File: src/rtl/dec_pkg.sv
// ---------------------------------------------------------------------------
// Data EEPROM controller package
// Command and register codes, unlock constants and shared types.
// ---------------------------------------------------------------------------
package dec_pkg;

	localparam int DEPTH_DEFAULT = 256;

	// Bus commands
	localparam logic [1:0] CMD_REG_WRITE = 2'd0;
	localparam logic [1:0] CMD_REG_READ  = 2'd1;
	localparam logic [1:0] CMD_TICK      = 2'd2;

	// Bus register selects
	localparam logic [1:0] SEL_ADDRESS = 2'd0;
	localparam logic [1:0] SEL_DATA    = 2'd1;
	localparam logic [1:0] SEL_CONTROL = 2'd2;
	localparam logic [1:0] SEL_UNLOCK  = 2'd3;

	// Unlock key bytes
	localparam logic [7:0] UNLOCK_FIRST  = 8'h55;
	localparam logic [7:0] UNLOCK_SECOND = 8'hAA;

	// Control register bit positions
	localparam int CTRL_READ_BIT   = 0;
	localparam int CTRL_WRITE_BIT  = 1;
	localparam int CTRL_ENABLE_BIT = 2;
	localparam int CTRL_ERROR_BIT  = 3;

	localparam logic [15:0] WRITE_TICKS_RESET = 16'd4;

	typedef enum logic [2:0] {
		UNLK_NONE  = 3'b001,
		UNLK_FIRST = 3'b010,
		UNLK_OPEN  = 3'b100
	} unlock_state_t;

	typedef struct packed {
		logic rd_en;
		logic wr_en;
	} cell_ctrl_t;

endpackage

File: src/rtl/dec_cell_mem.sv
// ---------------------------------------------------------------------------
// Data EEPROM cell array
// Single-port byte store with a registered read that holds between reads.
// ---------------------------------------------------------------------------
module dec_cell_mem #(
	parameter int DEPTH = dec_pkg::DEPTH_DEFAULT
) (
	input  logic                     clk,
	input  dec_pkg::cell_ctrl_t      ctrl,
	input  logic [$clog2(DEPTH)-1:0] addr,
	input  logic [7:0]               wr_data,
	output logic [7:0]               rd_data
);

	logic [7:0] cells [DEPTH];

	always_ff @(posedge clk) begin
		if (ctrl.wr_en) begin
			cells[addr] <= wr_data;
		end
	end

	// The read register only changes on a read, so it stands in for the
	// data register until that is next written.
	always_ff @(posedge clk) begin
		if (ctrl.rd_en) begin
			rd_data <= cells[addr];
		end
	end

endmodule

File: src/rtl/data_eeprom_controller_core.sv
// ---------------------------------------------------------------------------
// Data EEPROM controller core
// Byte-wide data EEPROM behind address, data, control and unlock registers.
// ---------------------------------------------------------------------------
// Path: a word accepted into the input register has its result strobed from the result register.
// Throughput: one word per cycle; busy stays low, as every word completes
// in the single processing stage between the input and result registers.
// Reset: arst_n clears the registers and control state to zero, the unlock state to
// none and the write cycle length to four ticks; the cell array is not cleared.
// ---------------------------------------------------------------------------
module data_eeprom_controller_core #(
	parameter int DEPTH = dec_pkg::DEPTH_DEFAULT
) (
	input  logic        clk,
	input  logic        arst_n,
	// Command channel
	input  logic        start,
	output logic        busy,
	input  logic [1:0]  command,
	input  logic [1:0]  reg_select,
	input  logic [7:0]  write_data,
	// Result channel
	output logic        strobe,
	output logic [7:0]  read_data,
	output logic        write_busy,
	output logic        write_done,
	// Configuration
	input  logic        cfg_write_en,
	input  logic [15:0] cfg_write_data
);

	localparam int IDX_W = $clog2(DEPTH);

	// Reduction steps for the address modulo the depth. An 8-bit address
	// is below sixteen times the smallest depth, so four conditional
	// subtractions of DEPTH*8, *4, *2 and *1 are enough.
	localparam logic [11:0] RED8 = 12'(DEPTH * 8);
	localparam logic [11:0] RED4 = 12'(DEPTH * 4);
	localparam logic [11:0] RED2 = 12'(DEPTH * 2);
	localparam logic [11:0] RED1 = 12'(DEPTH);

	// Input register stage
	logic       valid_s1;
	logic [1:0] command_s1;
	logic [1:0] reg_select_s1;
	logic [7:0] write_data_s1;

	// Architectural state
	logic [15:0]            write_ticks_q;
	logic [7:0]             address_q;
	logic [IDX_W-1:0]       cell_index_q;
	logic [7:0]             data_reg_q;
	logic                   data_pend_q;
	logic                   enable_q;
	logic                   busy_q;
	logic                   error_q;
	dec_pkg::unlock_state_t unlock_q;
	logic [15:0]            ticks_left_q;

	// Result register
	logic       strobe_q;
	logic [7:0] read_data_q;
	logic       write_busy_q;
	logic       write_done_q;

	// Next-state values
	logic [7:0]             address_d;
	logic [IDX_W-1:0]       cell_index_d;
	logic [7:0]             data_reg_d;
	logic                   data_pend_d;
	logic                   enable_d;
	logic                   busy_d;
	logic                   error_d;
	dec_pkg::unlock_state_t unlock_d;
	logic [15:0]            ticks_left_d;
	logic [7:0]             read_data_d;
	logic                   done_d;

	logic [11:0]         reduced;
	logic [7:0]          data_eff;
	logic [7:0]          mem_rd_data;
	logic [15:0]         ticks_reload;
	dec_pkg::cell_ctrl_t mem_ctrl;

	// The block never holds the command channel off.
	assign busy = 1'b0;

	// A read from the cells lands in the memory's read register; until the data
	// register is written again, that register is the data register's value.
	assign data_eff = data_pend_q ? mem_rd_data : data_reg_q;

	// A cycle length of zero behaves as one tick.
	assign ticks_reload = (write_ticks_q == 16'd0) ? 16'd1 : write_ticks_q;

	// Cell index of a newly written address, worked out once at the
	// address write so that the memory path carries no reduction logic.
	always_comb begin
		reduced = {4'b0000, write_data_s1};
		if (reduced >= RED8) begin
			reduced = reduced - RED8;
		end
		if (reduced >= RED4) begin
			reduced = reduced - RED4;
		end
		if (reduced >= RED2) begin
			reduced = reduced - RED2;
		end
		if (reduced >= RED1) begin
			reduced = reduced - RED1;
		end
	end

	// Processing stage: one word against the register state.
	always_comb begin
		address_d    = address_q;
		cell_index_d = cell_index_q;
		data_reg_d   = data_reg_q;
		data_pend_d  = data_pend_q;
		enable_d     = enable_q;
		busy_d       = busy_q;
		error_d      = error_q;
		unlock_d     = unlock_q;
		ticks_left_d = ticks_left_q;
		read_data_d  = 8'h00;
		done_d       = 1'b0;
		mem_ctrl     = '0;

		if (valid_s1) begin
			case (command_s1)
				dec_pkg::CMD_REG_WRITE: begin
					case (reg_select_s1)
						dec_pkg::SEL_UNLOCK: begin
							// The key must arrive as two unlock writes with no other register access between.
							if (write_data_s1 == dec_pkg::UNLOCK_FIRST) begin
								unlock_d = dec_pkg::UNLK_FIRST;
							end else if (write_data_s1 == dec_pkg::UNLOCK_SECOND &&
									unlock_q == dec_pkg::UNLK_FIRST) begin
								unlock_d = dec_pkg::UNLK_OPEN;
							end else begin
								unlock_d = dec_pkg::UNLK_NONE;
							end
						end
						dec_pkg::SEL_CONTROL: begin
							unlock_d = dec_pkg::UNLK_NONE;
							enable_d = write_data_s1[dec_pkg::CTRL_ENABLE_BIT];
							error_d  = write_data_s1[dec_pkg::CTRL_ERROR_BIT];
							if (busy_q) begin
								// Dropping enable during a write aborts it and
								// flags the error.
								if (!write_data_s1[dec_pkg::CTRL_ENABLE_BIT]) begin
									busy_d       = 1'b0;
									ticks_left_d = 16'd0;
									error_d      = 1'b1;
								end
							end else begin
								if (write_data_s1[dec_pkg::CTRL_READ_BIT]) begin
									mem_ctrl.rd_en = 1'b1;
									data_pend_d    = 1'b1;
								end
								if (write_data_s1[dec_pkg::CTRL_WRITE_BIT] &&
										write_data_s1[dec_pkg::CTRL_ENABLE_BIT] &&
										unlock_q == dec_pkg::UNLK_OPEN) begin
									busy_d       = 1'b1;
									ticks_left_d = ticks_reload;
								end
							end
						end
						dec_pkg::SEL_ADDRESS: begin
							unlock_d = dec_pkg::UNLK_NONE;
							if (!busy_q) begin
								address_d    = write_data_s1;
								cell_index_d = reduced[IDX_W-1:0];
							end
						end
						default: begin
							// Data register
							unlock_d = dec_pkg::UNLK_NONE;
							if (!busy_q) begin
								data_reg_d  = write_data_s1;
								data_pend_d = 1'b0;
							end
						end
					endcase
				end
				dec_pkg::CMD_REG_READ: begin
					unlock_d = dec_pkg::UNLK_NONE;
					case (reg_select_s1)
						dec_pkg::SEL_ADDRESS: read_data_d = address_q;
						dec_pkg::SEL_DATA:    read_data_d = data_eff;
						dec_pkg::SEL_CONTROL: read_data_d = {4'b0000, error_q, enable_q,
								busy_q, 1'b0};
						default:              read_data_d = 8'h00;
					endcase
				end
				dec_pkg::CMD_TICK: begin
					if (busy_q) begin
						if (ticks_left_q > 16'd1) begin
							ticks_left_d = ticks_left_q - 16'd1;
						end else begin
							// Last tick of the write cycle: commit the byte.
							ticks_left_d   = 16'd0;
							mem_ctrl.wr_en = 1'b1;
							busy_d         = 1'b0;
							done_d         = 1'b1;
						end
					end
				end
				default: begin
					// Unused command: no state change, zero result.
				end
			endcase
		end
	end

	dec_cell_mem #(
		.DEPTH(DEPTH)
	) u_cells (
		.clk     (clk),
		.ctrl    (mem_ctrl),
		.addr    (cell_index_q),
		.wr_data (data_eff),
		.rd_data (mem_rd_data)
	);

	// Input register
	always_ff @(posedge clk or negedge arst_n) begin
		if (!arst_n) begin
			valid_s1 <= 1'b0;
		end else begin
			valid_s1 <= start && !busy;
		end
	end

	always_ff @(posedge clk) begin
		if (start && !busy) begin
			command_s1    <= command;
			reg_select_s1 <= reg_select;
			write_data_s1 <= write_data;
		end
	end

	// Configuration and register state
	always_ff @(posedge clk or negedge arst_n) begin
		if (!arst_n) begin
			write_ticks_q <= dec_pkg::WRITE_TICKS_RESET;
			address_q     <= 8'h00;
			cell_index_q  <= '0;
			data_reg_q    <= 8'h00;
			data_pend_q   <= 1'b0;
			enable_q      <= 1'b0;
			busy_q        <= 1'b0;
			error_q       <= 1'b0;
			unlock_q      <= dec_pkg::UNLK_NONE;
			ticks_left_q  <= 16'd0;
		end else begin
			if (cfg_write_en) begin
				write_ticks_q <= cfg_write_data;
			end
			address_q    <= address_d;
			cell_index_q <= cell_index_d;
			data_reg_q   <= data_reg_d;
			data_pend_q  <= data_pend_d;
			enable_q     <= enable_d;
			busy_q       <= busy_d;
			error_q      <= error_d;
			unlock_q     <= unlock_d;
			ticks_left_q <= ticks_left_d;
		end
	end

	// Result register: fields are held at zero between strobes.
	always_ff @(posedge clk or negedge arst_n) begin
		if (!arst_n) begin
			strobe_q     <= 1'b0;
			read_data_q  <= 8'h00;
			write_busy_q <= 1'b0;
			write_done_q <= 1'b0;
		end else begin
			strobe_q     <= valid_s1;
			read_data_q  <= valid_s1 ? read_data_d : 8'h00;
			write_busy_q <= valid_s1 && busy_d;
			write_done_q <= valid_s1 && done_d;
		end
	end

	assign strobe     = strobe_q;
	assign read_data  = read_data_q;
	assign write_busy = write_busy_q;
	assign write_done = write_done_q;

endmodule

File: config.mk
export PLATFORM = sky130hd
export DESIGN_NAME = data_eeprom_controller_core
export DESIGN_NICKNAME = d
export VERILOG_FILES = /design/src/rtl/dec_pkg.sv /design/src/rtl/dec_cell_mem.sv /design/src/rtl/data_eeprom_controller_core.sv
export SDC_FILE = /design/constraint.sdc
export NUM_CORES = 2
export LEC_CHECK = 0
export ABC_AREA = 1
export BUFFER_PORTS_ARGS = -buffer_cell sky130_fd_sc_hd__buf_4
export CAP_MARGIN = 10
export CORE_MARGIN = 3
export CORE_UTILIZATION = 50
export DETAILED_ROUTE_END_ITERATION = 12
export GPL_TIMING_DRIVEN = 0
export HOLD_SLACK_MARGIN = 0.05
export PLACE_DENSITY = 0.65
export SETUP_SLACK_MARGIN = 0.15
export SLEW_MARGIN = 15
export SYNTH_ARGS = -nofsm -noshare
export SYNTH_HDL_FRONTEND = slang
export SYNTH_HIERARCHICAL = 1
export SYNTH_SLANG_ARGS = --single-unit
File: constraint.sdc
create_clock -name clk -period 8.3 [get_ports clk]
set_input_delay 0.83 -clock clk [delete_from_list [all_inputs] [get_ports clk]]
set_output_delay 0.83 -clock clk [all_outputs]
set_load 0.05 [all_outputs]
==> flow_metrics.env <==
export IMPL_synthSimpleGateAreaFrac_pct=24.0
export IMPL_fill_cells=14700
export IMPL_netlist_area_leader_share_pct=69.8
export IMPL_layout_drive_gt1_share_pct=7.13
export IMPL_vias_per_cell=5.43
export IMPL_post_synth_fa_ha_maj_area_fraction_pct=0.113
export IMPL_synth_mux_area_share_pct=0.0380
export IMPL_hp_class="in -> reg"
export IMPL_holdWs_ps=129
export IMPL_ant_nets=0
export IMPL_r2r_slack_ps=3650
export IMPL_synth_compound_area_share_pct=1.52
export IMPL_endpoint_kind="register"
export IMPL_dp_hpwl_um=187000
export IMPL_tightest_slew_ps=1360
export IMPL_place_congestion=0.996
export IMPL_status="finished clean"
export IMPL_grt_max_degree=68
export IMPL_synth_cells=8512
export IMPL_clock_skew_ps=51.4
export IMPL_p_seq_share_pct=42.1
export IMPL_period_minus_slack_ps=4650
export IMPL_async_reset_ff_share_pct=3.14
export IMPL_layout_nets=8846
export IMPL_path_clk_slew_ps=60
export IMPL_path_class="reg -> reg"
export IMPL_p_int_uw=20300
export IMPL_synth_warnings=6
export IMPL_syn2layout_area_growth_pct=12.6
export IMPL_synth_xor_area_share_pct=0.0591
export IMPL_cts_max_level=4
export IMPL_ys_flop_type="edfxtp_1"
export IMPL_synth_seq_area_share_pct=71.7
export IMPL_yosysMostFrequentCell="nand2_1"
export IMPL_hold_depth=1
export IMPL_cts_buffers=214
export IMPL_rsz0062_at_grt="no"
export IMPL_first_pass_iters=6
export IMPL_critPathArrivalTime_ps=5140
export IMPL_postCtsSetupRepairBufs=0
export IMPL_synth_seq_cells=2135
export IMPL_drv_cap=0
export IMPL_ios=44
export IMPL_clkPwrFrac_pct=30.9
export IMPL_wl_met2_um=123000
export IMPL_critical_path_required_ps=8790
export IMPL_root_buffer="clkbuf_16"
export IMPL_drt_iter0_drc=7135
export IMPL_synthTopCellsByArea="edfxtp_1, nand2_1, nor2_1"
export IMPL_die_h_um=428
export IMPL_fin_crit_sh_pct=56.0
export IMPL_p_per_area_nw_per_um2=310
export IMPL_grt_pass1_wl_um=385000
export IMPL_combPwrFrac_pct=27.0
export IMPL_cts_sinks=2135
export IMPL_multi_input_area_sq_um=23000
export IMPL_place_area_sq_um=93200
export IMPL_peakVddDrop_mv=0.200
export IMPL_switching_power_uw=10800
export IMPL_grt_pass1_vias=57300
export IMPL_m1WireLength_um=108000
export IMPL_cts_tree="built"
export IMPL_top_layer="met4"
export IMPL_cellLeakagePower_uw=0.0402
export IMPL_syn_nets=8552
export IMPL_grt_total_usage_pct=29.2
export IMPL_clk_latency_ps=880
export IMPL_wl_um=270000
export IMPL_slew_headroom_pct=9.31
export IMPL_port_buffers=41
export IMPL_synthTopCellsByCount="nand2_1, edfxtp_1, nor2_1"
export IMPL_avgSynthCellArea_sq_um=10.5
export IMPL_start_util_pct=50.4
export IMPL_worstPathMaxFanout=10
export IMPL_synth_top_cell_by_area="edfxtp_1"
export IMPL_core_area_sq_um=176000
export IMPL_antenna_found_initial=10
export IMPL_dieArea_sq_um=183000
export IMPL_grt_overflow=0
export IMPL_fp_dieW_um=428
export IMPL_fmax_mhz=215
export IMPL_drc=0
export IMPL_syn_cell_area_sq_um=89000
export IMPL_regArea_sq_um=63800
export IMPL_wl_met3_um=23500
export IMPL_hold_viol_final=0
export IMPL_synth_edf_count=2068
export IMPL_swShare_pct=34.8
export IMPL_avgRoutedWirePerCell_um=23.8
export IMPL_setup_viol=0
export IMPL_ff2ff_path_depth=12
export IMPL_core_rowCount=154
export IMPL_start_kind="register"
export IMPL_slew_violations=0
export IMPL_synth_top_family_by_area="simple AND/OR/NAND/NOR gates"
export IMPL_finish_instance_area_sq_um=100000
export IMPL_post_synth_num_cell_types=40
export IMPL_clockBufferDepth=3
export IMPL_vias=61600
worst max-delay path, stage by stage (launching register included):
cell      delay [ps]
dfrtp_1          400
inv_1            100
ha_1             250
inv_1             60
nand2_1           60
nand2_1           60
nor2_2           150
nand2_1          190
nor2_1           410
clkbuf_1         510
nand3_1          670
clkbuf_1         640
nor2_1           780
cell usage in the layout (no fill, tap or decap), types with 65 or more instances in the layout:
master and n:
inv_1 78, buf_2 185, clkbuf_16 215, o21ai_1 139, edfxtp_1 2068, nand2_1 4900
nand3_1 212, clkbuf_1 210, nor2_1 436, dfrtp_1 65
flip-flops by register name, summed over array words and instances (netlist names), 2 cells and up:
register	cells
u_cells/rd_data	8
read_data	8
ticks_left_q	16
reg_select_s1	2
data_reg_q	8
command_s1	2
write_data_s1	8
unlock_q	3
cell_index_q	8
write_ticks_q	16
u_cells/cells	2048
final cells by class:
| type | instances | share of cell area [%] |
|---|---|---|
| tap | 2340 | 2.92 |
| timing repair buffer | 78 | 1.24 |
| clock buffer | 263 | 5.59 |
| clock inverter | 132 | 1.37 |
| multi-input combinational | 5860 | 22.9 |
| antenna | 7 | 0.0175 |
| sequential | 2135 | 63.7 |
| inverter | 88 | 0.335 |
| buffer | 429 | 1.94 |
power by group through the flow:
stage / Sequential, uW / Combinational (uW) / Clock [uW]
6_report: 13100 / 8400 / 9580
5_1_grt: 13100 / 8980 / 10100
4_1_cts: 13100 / 8270 / 9690
3_5_place_dp: 13300 / 8220 / 0
3_3_place_gp: 14400 / 7760 / 0
2_1_floorplan: 13700 / 4300 / 0
per-layer routing:
metal	up-vias	track usage, %
met5	-	0
li1	28500	-
met4	0	15.0
met1	29700	40.0
met3	491	4.61
met2	2872	45.6
cell families after synthesis:
family,count (synthesis)
other cells,1
buf+inv,517
xor+xnor,6
compound gates,256
simple gates,5586
fa+ha+maj,8
flops,2135
mux,3
per-stage QoR:
stage          power (uW)  TNS [ps]  utilization (%)  setup slack [ps]  std cells
4_1_cts             31000         0             56.8              3690      11300
3_5_place_dp        21500         0             52.8              3700      10900
2_1_floorplan       18000         0                -              3700       8512
5_1_grt             32200         0             56.8              3540      11300
3_3_place_gp        22100  -3982440             52.2             -2260      10900
6_report            31100         0             56.8              3650      11300
final timing paths:
path	startpoint	to
min reg2reg	valid_s1$_DFF_PN0_	strobe$_DFF_PN0_
min in group asynchronous	arst_n	read_data[4]$_DFF_PN0_
max in group asynchronous	arst_n	ticks_left_q[4]$_DFFE_PN0P_
min	write_data[0]	write_data_s1[0]$_DFFE_PP_
max reg2reg	ticks_left_q[0]$_DFFE_PN0P_	u_cells/cells[164][0]$_DFFE_PP_
max	ticks_left_q[0]$_DFFE_PN0P_	u_cells/cells[164][0]$_DFFE_PP_
what timing repair did:
| item | in CTS | in global routing |
|---|---|---|
| endpoints found under the hold margin | 2 | 0 |
| hold buffers | 1 | 0 |
| gates resized for setup | 0 | 0 |
Power figures use the tool's default switching activity.
